### config.mk
export PLATFORM = sky130hd
export DESIGN_NAME = plateau_mode_detector
export DESIGN_NICKNAME = d
export VERILOG_FILES = /design/src/sv/pmd_pkg.sv /design/src/sv/pmd_cell.sv /design/src/sv/plateau_mode_detector.sv
export VERILOG_INCLUDE_DIRS = /design/src /design/src/sv
export SDC_FILE = /design/constraint.sdc
export NUM_CORES = 2
export LEC_CHECK = 0
export BUFFER_PORTS_ARGS = -buffer_cell sky130_fd_sc_hd__buf_2
export CAP_MARGIN = 15
export CORE_MARGIN = 1
export CORE_UTILIZATION = 42
export DETAILED_ROUTE_END_ITERATION = 7
export GPL_TIMING_DRIVEN = 0
export PLACE_DENSITY = 0.6
export REMOVE_ABC_BUFFERS = 1
export SETUP_SLACK_MARGIN = 0.5
export SYNTH_ARGS = -nofsm -noshare
export SYNTH_HDL_FRONTEND = slang
export SYNTH_SLANG_ARGS = --single-unit
### constraint.sdc
create_clock -name clk -period 9.5 [get_ports clk]
set_input_delay 2.85 -clock clk [delete_from_list [all_inputs] [get_ports clk]]
set_output_delay 2.85 -clock clk [all_outputs]
set_load 0.01 [all_outputs]
### src/sv/plateau_mode_detector_assert.svh
// ---------------------------------------------------------------------------
// plateau mode detector assertion macros
// concurrent check helpers, compiled out when NO_ASSERTIONS is set
// ---------------------------------------------------------------------------
`ifndef PLATEAU_MODE_DETECTOR_ASSERT_SVH
`define PLATEAU_MODE_DETECTOR_ASSERT_SVH

`ifndef NO_ASSERTIONS

// condition must hold at every clock edge out of reset
`define PMD_CHECK(label, cond) \
  label: assert property (@(posedge clk) disable iff (rst) (cond)) \
    else $error("pmd check failed");

// antecedent implies consequent in the same cycle
`define PMD_IMPLIES(label, ante, cons) \
  label: assert property (@(posedge clk) disable iff (rst) (ante) |-> (cons)) \
    else $error("pmd implication failed");

`else

`define PMD_CHECK(label, cond)
`define PMD_IMPLIES(label, ante, cons)

`endif

`endif

### src/sv/pmd_pkg.sv
// ---------------------------------------------------------------------------
// pmd_pkg
// shared constants and types of the plateau mode detector
// ---------------------------------------------------------------------------
`default_nettype none

package pmd_pkg;

  localparam int SAMPLE_WIDTH = 16;
  localparam int MODE_DEPTH   = 64;
  localparam int COUNT_WIDTH  = 7;
  localparam int RUN_WIDTH    = 32;
  localparam int CFG_WIDTH    = 32;
  localparam int CFG_ADDR_W   = 2;
  localparam int LIMIT_WIDTH  = 6;

  // configuration register indexes
  localparam logic [CFG_ADDR_W-1:0] REG_MIN_RUN   = 2'd0;
  localparam logic [CFG_ADDR_W-1:0] REG_MIN_MODES = 2'd1;
  localparam logic [CFG_ADDR_W-1:0] REG_MAX_MODES = 2'd2;

  typedef logic [SAMPLE_WIDTH-1:0] sample_t;

  // lookup token walking down the mode chain
  typedef struct packed {
    logic    valid;
    logic    hit;
    sample_t value;
  } query_t;

  typedef enum logic {
    ST_IDLE,
    ST_SEARCH
  } state_t;

endpackage

`default_nettype wire

### src/sv/pmd_cell.sv
// ---------------------------------------------------------------------------
// pmd_cell
// one stored mode; compares the passing lookup token and hands it on
// ---------------------------------------------------------------------------
`default_nettype none

module pmd_cell (
  input  wire logic              clk,
  input  wire logic              rst,
  input  wire pmd_pkg::query_t   q_in,
  output pmd_pkg::query_t        q_out,
  input  wire logic              live,
  input  wire logic              wr_en,
  input  wire pmd_pkg::sample_t  wr_data
);

  pmd_pkg::sample_t entry;
  logic             match;

  assign match = q_in.valid && live && (entry == q_in.value);

  always_ff @(posedge clk) begin
    if (wr_en) begin
      entry <= wr_data;
    end
  end

  always_ff @(posedge clk) begin
    if (rst) begin
      q_out.valid <= 1'b0;
    end else begin
      q_out.valid <= q_in.valid;
    end
    q_out.value <= q_in.value;
    q_out.hit   <= q_in.hit | match;
  end

endmodule

`default_nettype wire

### src/sv/plateau_mode_detector.sv
// ---------------------------------------------------------------------------
// plateau_mode_detector
// median-of-three filter, plateau run counter and a chain of mode cells
// ---------------------------------------------------------------------------
//  channel   dir  request fields (low bit first)
//  s_*       in   tdata: sample[15:0]; tlast: is_last
//  m_*       out  tdata: verdict, mode_count[5:0], stopped_early
//  cfg_*     in   cfg_addr selects register, cfg_wdata[31:0] value
//
//  samples are taken while the block is idle; when a long enough plateau
//  ends on a nonzero value the lookup token walks all 64 mode cells, cell
//  by cell, and no sample is taken until it has left the last cell
//  the result sits in an output register; a last sample is only taken
//  once that register is free or being emptied
//  rst is synchronous; entries of the mode cells are not cleared
// ---------------------------------------------------------------------------
`default_nettype none

module plateau_mode_detector (
  input  wire logic                             clk,
  input  wire logic                             rst,
  input  wire logic                             s_tvalid,
  output logic                                  s_tready,
  input  wire logic [15:0]                      s_tdata,   // sample
  input  wire logic                             s_tlast,   // is_last
  output logic                                  m_tvalid,
  input  wire logic                             m_tready,
  output logic [7:0]                            m_tdata,   // verdict, mode_count[5:0], stopped_early
  input  wire logic                             cfg_wen,
  input  wire logic [pmd_pkg::CFG_ADDR_W-1:0]   cfg_addr,
  input  wire logic [pmd_pkg::CFG_WIDTH-1:0]    cfg_wdata
);

  localparam int CW = pmd_pkg::COUNT_WIDTH;

  pmd_pkg::state_t  state, state_next;

  logic [pmd_pkg::RUN_WIDTH-1:0]   min_run;
  logic [pmd_pkg::LIMIT_WIDTH-1:0] min_modes;
  logic [pmd_pkg::LIMIT_WIDTH-1:0] max_modes;

  pmd_pkg::sample_t win0, win1, prev;
  logic [pmd_pkg::RUN_WIDTH-1:0] run_cnt;
  logic [CW-1:0]                 modes_found;
  logic [1:0]                    idx;
  logic                          halted;
  logic                          pend_last;

  logic                               out_valid;
  logic                               out_verdict;
  logic [pmd_pkg::LIMIT_WIDTH-1:0]    out_count;
  logic                               out_stopped;

  pmd_pkg::query_t chain [0:pmd_pkg::MODE_DEPTH];
  pmd_pkg::query_t tail;

  logic             accept;
  pmd_pkg::sample_t x;
  pmd_pkg::sample_t filt;
  logic             active;
  logic             same;
  logic             need_search;
  logic             halted_acc;
  logic             done;
  logic [CW-1:0]    new_count;
  logic             halt_fin;
  logic             emit_acc;
  logic             emit_fin;
  logic             clear_rec;
  logic             store_new;

  function automatic pmd_pkg::sample_t median3(pmd_pkg::sample_t a, pmd_pkg::sample_t b,
                                               pmd_pkg::sample_t c);
    pmd_pkg::sample_t m;
    if (a <= b && a <= c) begin
      m = (b <= c) ? b : c;
    end else if (b <= a && b <= c) begin
      m = (a <= c) ? a : c;
    end else begin
      m = (a <= b) ? a : b;
    end
    return m;
  endfunction

  function automatic logic [pmd_pkg::LIMIT_WIDTH-1:0] sat_count(logic [CW-1:0] n);
    return (n > CW'(63)) ? pmd_pkg::LIMIT_WIDTH'(63) : n[pmd_pkg::LIMIT_WIDTH-1:0];
  endfunction

  // request handshakes
  assign s_tready = (state == pmd_pkg::ST_IDLE) && (!out_valid || m_tready || !s_tlast);
  assign accept   = s_tvalid && s_tready;

  assign x           = s_tdata[pmd_pkg::SAMPLE_WIDTH-1:0];
  assign filt        = median3(win0, win1, x);
  assign active      = accept && !halted && (idx == 2'd3);
  assign same        = (filt == prev);
  // zero counts as already known, so it never needs a walk
  assign need_search = active && !same && (run_cnt >= min_run) &&
                       (prev != pmd_pkg::SAMPLE_WIDTH'(0));
  assign halted_acc  = halted | (active && (modes_found > CW'(max_modes)));

  assign tail      = chain[pmd_pkg::MODE_DEPTH];
  assign done      = (state == pmd_pkg::ST_SEARCH) && tail.valid;
  assign new_count = (!tail.hit && (modes_found != {CW{1'b1}})) ?
                     modes_found + CW'(1) : modes_found;
  assign halt_fin  = halted | (new_count > CW'(max_modes));
  assign store_new = done && !tail.hit && (modes_found < CW'(pmd_pkg::MODE_DEPTH));

  assign emit_acc  = accept && s_tlast && !need_search;
  assign emit_fin  = done && pend_last;
  assign clear_rec = emit_acc || emit_fin;

  // lookup token enters the first cell as the plateau ends
  assign chain[0].valid = need_search;
  assign chain[0].hit   = 1'b0;
  assign chain[0].value = prev;

  for (genvar i = 0; i < pmd_pkg::MODE_DEPTH; i++) begin : g_cell
    pmd_cell u_cell (
      .clk     (clk),
      .rst     (rst),
      .q_in    (chain[i]),
      .q_out   (chain[i+1]),
      .live    (modes_found > CW'(i)),
      .wr_en   (store_new && (modes_found == CW'(i))),
      .wr_data (tail.value)
    );
  end

  always_ff @(posedge clk) begin
    if (rst) begin
      state <= pmd_pkg::ST_IDLE;
    end else begin
      state <= state_next;
    end
  end

  always_comb begin
    state_next = state;
    unique case (state)
      pmd_pkg::ST_IDLE: begin
        if (need_search) begin
          state_next = pmd_pkg::ST_SEARCH;
        end
      end
      pmd_pkg::ST_SEARCH: begin
        if (tail.valid) begin
          state_next = pmd_pkg::ST_IDLE;
        end
      end
      default: state_next = pmd_pkg::ST_IDLE;
    endcase
  end

  // configuration registers
  always_ff @(posedge clk) begin
    if (rst) begin
      min_run   <= pmd_pkg::RUN_WIDTH'(100);
      min_modes <= pmd_pkg::LIMIT_WIDTH'(3);
      max_modes <= pmd_pkg::LIMIT_WIDTH'(17);
    end else if (cfg_wen) begin
      unique case (cfg_addr)
        pmd_pkg::REG_MIN_RUN:   min_run   <= cfg_wdata[pmd_pkg::RUN_WIDTH-1:0];
        pmd_pkg::REG_MIN_MODES: min_modes <= cfg_wdata[pmd_pkg::LIMIT_WIDTH-1:0];
        pmd_pkg::REG_MAX_MODES: max_modes <= cfg_wdata[pmd_pkg::LIMIT_WIDTH-1:0];
        default: ;
      endcase
    end
  end

  // record state
  always_ff @(posedge clk) begin
    if (rst || clear_rec) begin
      win0        <= '0;
      win1        <= '0;
      prev        <= '0;
      run_cnt     <= '0;
      modes_found <= '0;
      idx         <= '0;
      halted      <= 1'b0;
      pend_last   <= 1'b0;
    end else if (done) begin
      modes_found <= new_count;
      halted      <= halt_fin;
    end else if (accept) begin
      pend_last <= s_tlast;
      if (idx != 2'd3) begin
        idx <= idx + 2'd1;
      end
      if (!halted) begin
        win0 <= win1;
        win1 <= x;
        if (idx == 2'd0) begin
          prev <= x;
        end else if (idx == 2'd3) begin
          prev <= filt;
          if (same) begin
            if (run_cnt != {pmd_pkg::RUN_WIDTH{1'b1}}) begin
              run_cnt <= run_cnt + pmd_pkg::RUN_WIDTH'(1);
            end
          end else begin
            run_cnt <= '0;
          end
        end
      end
      // a walk defers the halt check until the count is settled
      if (!need_search) begin
        halted <= halted_acc;
      end
    end
  end

  // result register
  always_ff @(posedge clk) begin
    if (rst) begin
      out_valid <= 1'b0;
    end else if (clear_rec) begin
      out_valid <= 1'b1;
    end else if (m_tready) begin
      out_valid <= 1'b0;
    end
    if (emit_fin) begin
      out_verdict <= (new_count > CW'(min_modes)) && (new_count < CW'(max_modes));
      out_count   <= sat_count(new_count);
      out_stopped <= halt_fin;
    end else if (emit_acc) begin
      out_verdict <= (modes_found > CW'(min_modes)) && (modes_found < CW'(max_modes));
      out_count   <= sat_count(modes_found);
      out_stopped <= halted_acc;
    end
  end

  assign m_tvalid = out_valid;
  assign m_tdata  = {out_stopped, out_count, out_verdict};

  `include "plateau_mode_detector_assert.svh"

  `PMD_IMPLIES(a_no_take_in_search, state == pmd_pkg::ST_SEARCH, !s_tready)
  `PMD_IMPLIES(a_tail_only_in_search, tail.valid, state == pmd_pkg::ST_SEARCH)
  `PMD_IMPLIES(a_last_finds_free_slot, accept && s_tlast && out_valid, m_tready)

endmodule

`default_nettype wire

==> out/results.tsv <==
stage	metric	value	unit
setup_path	worst path bufs/invs	2	
setup_path	worst endpoint data arrival time	7790	ps
logic_synthesis	summed instance area of the synthesized netlist	77200	µm²
pwr	static leakage power	28.8	nW
die	Initial Util	42.2	%
global_routing	initial antenna violation count	10	
cts	cts bufs inserted	215	
logic_synthesis	number of warnings issued by yosys	0	
pwr	internal power	16.1	mW
setup_path	slowest stage cell on the critical path	sky130_fd_sc_hd__a31oi_4	
layout	area growth from synthesis to final layout	15.0	%
logic_synthesis	most common cell in the netlist	sky130_fd_sc_hd__dfxtp_1	
detailed_routing	average vias per placed instance	4.98	
logic_synthesis	number of instances in the synthesized netlist	5214	
die	top-level I/O count	66	
cts	buffer levels on the longest clock path	3	
detailed_routing	Post-DRT Antenna Nets	0	
die	die area	186000	µm²
global_routing	wire length of the first global-routing pass	273000	µm
pwr	Power, Total	20.5	mW
setup_path	series of cell instances along the critical path	buf_2, inv_1, ha_1, nor2b_1, o211ai_1, a2111o_1, a31oi_4, nand2b_1, or3_1, and4b_1, o22ai_4, nand4b_2, nand2_1, nand2_1	
sta	max-slew violations	0	
detailed_routing	number of design-rule violations left by the first detailed-router iteration	3051	
cts	count of buffers added by post-CTS timing repair for setup	0	
setup_path	Worst Path Class, Setup	primary input to flop	
cts	hold buffer count at CTS	0	
flow_run	MaxCap Viol Count	0	
setup_path	end of the critical path	out_count[2]$_DFFE_PP_	
pwr	P per Cell Area	231	nW/µm²
setup_path	number of cells traversed by the worst register-to-register path	15	
logic_synthesis	cell type contributing the most total cell area after synthesis	sky130_fd_sc_hd__edfxtp_1	
place	RePlAce Congestion	0.816	
sta	Achievable Freq	137	MHz
setup_path	Crit path max-delay family	simple AND/OR/NAND/NOR gates	
setup_path	critical path fanouts, max	19	
setup_path	R2R setup slack	3270	ps
layout	net total in the final layout	5651	
pwr	worst-case vdd ir drop	0.172	mV
pwr	fraction of power spent switching nets	21.3	%
global_routing	GRT Util Overall	19.9	%
place	DP Cell Count	7730	
sta	share of the clock period used by the worst path after layout	77.1	%
logic_synthesis	dominant synthesized flop cell	sky130_fd_sc_hd__dfxtp_1	
setup_path	endpoint required time on the critical path	9960	ps
pwr	net switching power	4.36	mW
detailed_routing	via count	40500	
cts	count of cells resized by post-cts repair	0	
cts	count of H-tree levels built during CTS	4	
detailed_routing	detailed-route DRC error count	0	
place	# port buffers	65	
logic_synthesis	Synth area leaders	sky130_fd_sc_hd__edfxtp_1 (40%), sky130_fd_sc_hd__dfxtp_1 (33%), sky130_fd_sc_hd__xnor2_1 (6.6%), sky130_fd_sc_hd__xor2_1 (5.4%), sky130_fd_sc_hd__ha_1 (1.8%)	
die	Rows	157	
logic_synthesis	Synth top area share	40.1	%
sta	relative slew slack	17.7	%
global_routing	vias in the first global route	40900	
die	Vert. Die Dim	431	µm
detailed_routing	DRT Pass-1 Iters	5	
min_path	Min-Delay Path Class	flop to flop	
setup_path	instance count on the critical path	14	
layout	Non-Filler Instances	8144	
sta	Final Hold Viols	0	
die	core area	183000	µm²
logic_synthesis	Synth Area per Inst	14.8	µm²
setup_path	Setup crit end kind	flop	
setup_path	launch point of the critical path	s_tdata[1]	
pwr	sequential share of power	53.8	%
global_routing	pin count of the biggest net entering global routing	91	
global_routing	total congestion overflow	0	
status	status	completed	
logic_synthesis	Seq/Total Area, Yosys	73.5	%
die	horizontal die dimension	431	µm
setup_path	startpoint class of the critical path	primary input	
sta	transition time of the tightest slew-check pin	1230	ps
cts	clock slew at the register clock pins of the worst setup and hold paths	60	ps
sta	final setup violation count	0	
logic_synthesis	Async SR Flop Fraction	0	%
cts	clock tree from TritonCTS	done	
cts	root buffer selected by CTS	sky130_fd_sc_hd__clkbuf_16	
logic_synthesis	Synth top cells by count	sky130_fd_sc_hd__dfxtp_1 (1289), sky130_fd_sc_hd__edfxtp_1 (1032), sky130_fd_sc_hd__xnor2_1 (585)	
setup_path	Max stage delay on crit path	720	ps
cts	clock latency on the worst-skew pair	840	ps
place	dpl hpwl	125000	µm
sta	largest clock skew in the final design	27.9	ps
pwr	power share of the combinational group	3.4	%
cts	clk sinks	2321	
logic_synthesis	count of state elements after synthesis	2321	
setup_path	FF-to-FF End	out_count[2]$_DFFE_PP_	
logic_synthesis	count of unique library cells instantiated by Yosys	71	
setup_path	CP dominant cell by count	sky130_fd_sc_hd__nand2_1	
pwr	share of total power in the clock network	42.8	%
setup_path	RR Startpoint	win1[15]$_SDFFE_PP0P_	
layout	ratio of cells with drive above 1 in the final layout	9.99	%
sta	setup repair after global routing missed its margin	false	
logic_synthesis	number of synthesized flops with an enable pin	1032	
detailed_routing	drt wl/cell	22.6	µm
detailed_routing	final WL	184000	µm
sta	shortest clock period the worst path allows after layout	7330	ps
## metrics by stage
stage	utilization [%]	worst slack [ps]	TNS, ps	hold slack, ps	area (µm²)
3_5_place_dp	44.6	1330	0	344	81500
3_3_place_gp	43.9	-1210	-78010	353	80200
4_1_cts	48.6	2220	0	335	88800
6_report	48.6	2170	0	348	88800
5_1_grt	48.6	1940	0	350	88800
2_1_floorplan	-	1380	0	349	76800
## flip-flops by register name (all words and copies together) (netlist names), 2 cells and up
register             cells
g_cell.u_cell.q_out   1152
g_cell.u_cell.entry   1024
min_run                 32
run_cnt                 32
prev                    16
win0                    16
win1                    16
modes_found              7
max_modes                6
min_modes                6
out_count                6
idx                      2
## routing by layer
metal	up-vias	track usage (%)	wire, µm
met5	-	0	0
met4	0	5.02	3790
met3	234	3.15	8850
met2	925	32.9	88100
met1	20200	27.1	83300
li1	19200	-	-
## layout make-up
class / instances / area [µm²]
antenna: 5 / 12.5
clock buffer: 300 / 6110
clock inverter: 107 / 1160
fill: 15500 / 94000
inverter: 97 / 364
multi-input combinational: 2696 / 19700
sequential: 2321 / 56900
tap: 2464 / 3080
timing repair buffer: 154 / 1510
## layout by cell type (no fill, tap or decap), drive strengths merged, types with 9 or more instances in the layout
master    count
or3          21
a41o         34
o21a         17
nand2       207
nand4       146
ha          110
a211oi       38
buf         154
clkinvlp     15
o31ai        13
o22ai        19
a2111oi      11
and2         21
xnor2       585
edfxtp     1032
nand4b        9
o21bai       20
nor2b        75
dfxtp      1289
nor2        175
o21ai        56
mux2i        39
bufinv       22
o2111ai      16
nor3         65
inv         105
a31oi        23
a21o         19
clkbuf      300
clkinv       62
a31o         11
and3         35
xor2        475
nand2b       17
or4          12
or2           9
nand3        73
a21oi       140
nor4        142
## kinds of logic after synthesis
kind of cell | Yosys count | share of synthesized area [%]
compound gates | 466 | 4.18
xor+xnor | 1060 | 12.0
fa+ha+maj | 110 | 1.78
buf+inv | 197 | 1.03
flops | 2321 | 73.5
mux | 39 | 0.506
simple gates | 1021 | 6.93
## power groups by stage
stage	Combinational [mW]	Sequential (mW)	Clock (mW)
2_1_floorplan	0.518	11.1	0
3_3_place_gp	0.671	11.3	0
3_5_place_dp	0.692	11.2	0
4_1_cts	0.698	11.0	8.89
5_1_grt	0.767	11.1	9.31
6_report	0.694	11.0	8.76
## worst min-delay path by stage
stage	start	end	slack [ps]	depth (start not counted)
after floorplan	g_cell[10].u_cell.q_out[10]$_DFF_P_	g_cell[11].u_cell.q_out[10]$_DFF_P_	350	0
after global placement	g_cell[62].u_cell.q_out[9]$_DFF_P_	g_cell[63].u_cell.q_out[9]$_DFF_P_	350	0
after detailed placement	g_cell[62].u_cell.q_out[3]$_DFF_P_	g_cell[63].u_cell.q_out[3]$_DFF_P_	340	0
after CTS	g_cell[21].u_cell.q_out[3]$_DFF_P_	g_cell[22].u_cell.q_out[3]$_DFF_P_	330	0
after global routing	g_cell[13].u_cell.q_out[4]$_DFF_P_	g_cell[14].u_cell.q_out[4]$_DFF_P_	350	0
final	g_cell[13].u_cell.q_out[4]$_DFF_P_	g_cell[14].u_cell.q_out[4]$_DFF_P_	350	0
Note: power is estimated with default switching activity, not from simulation.
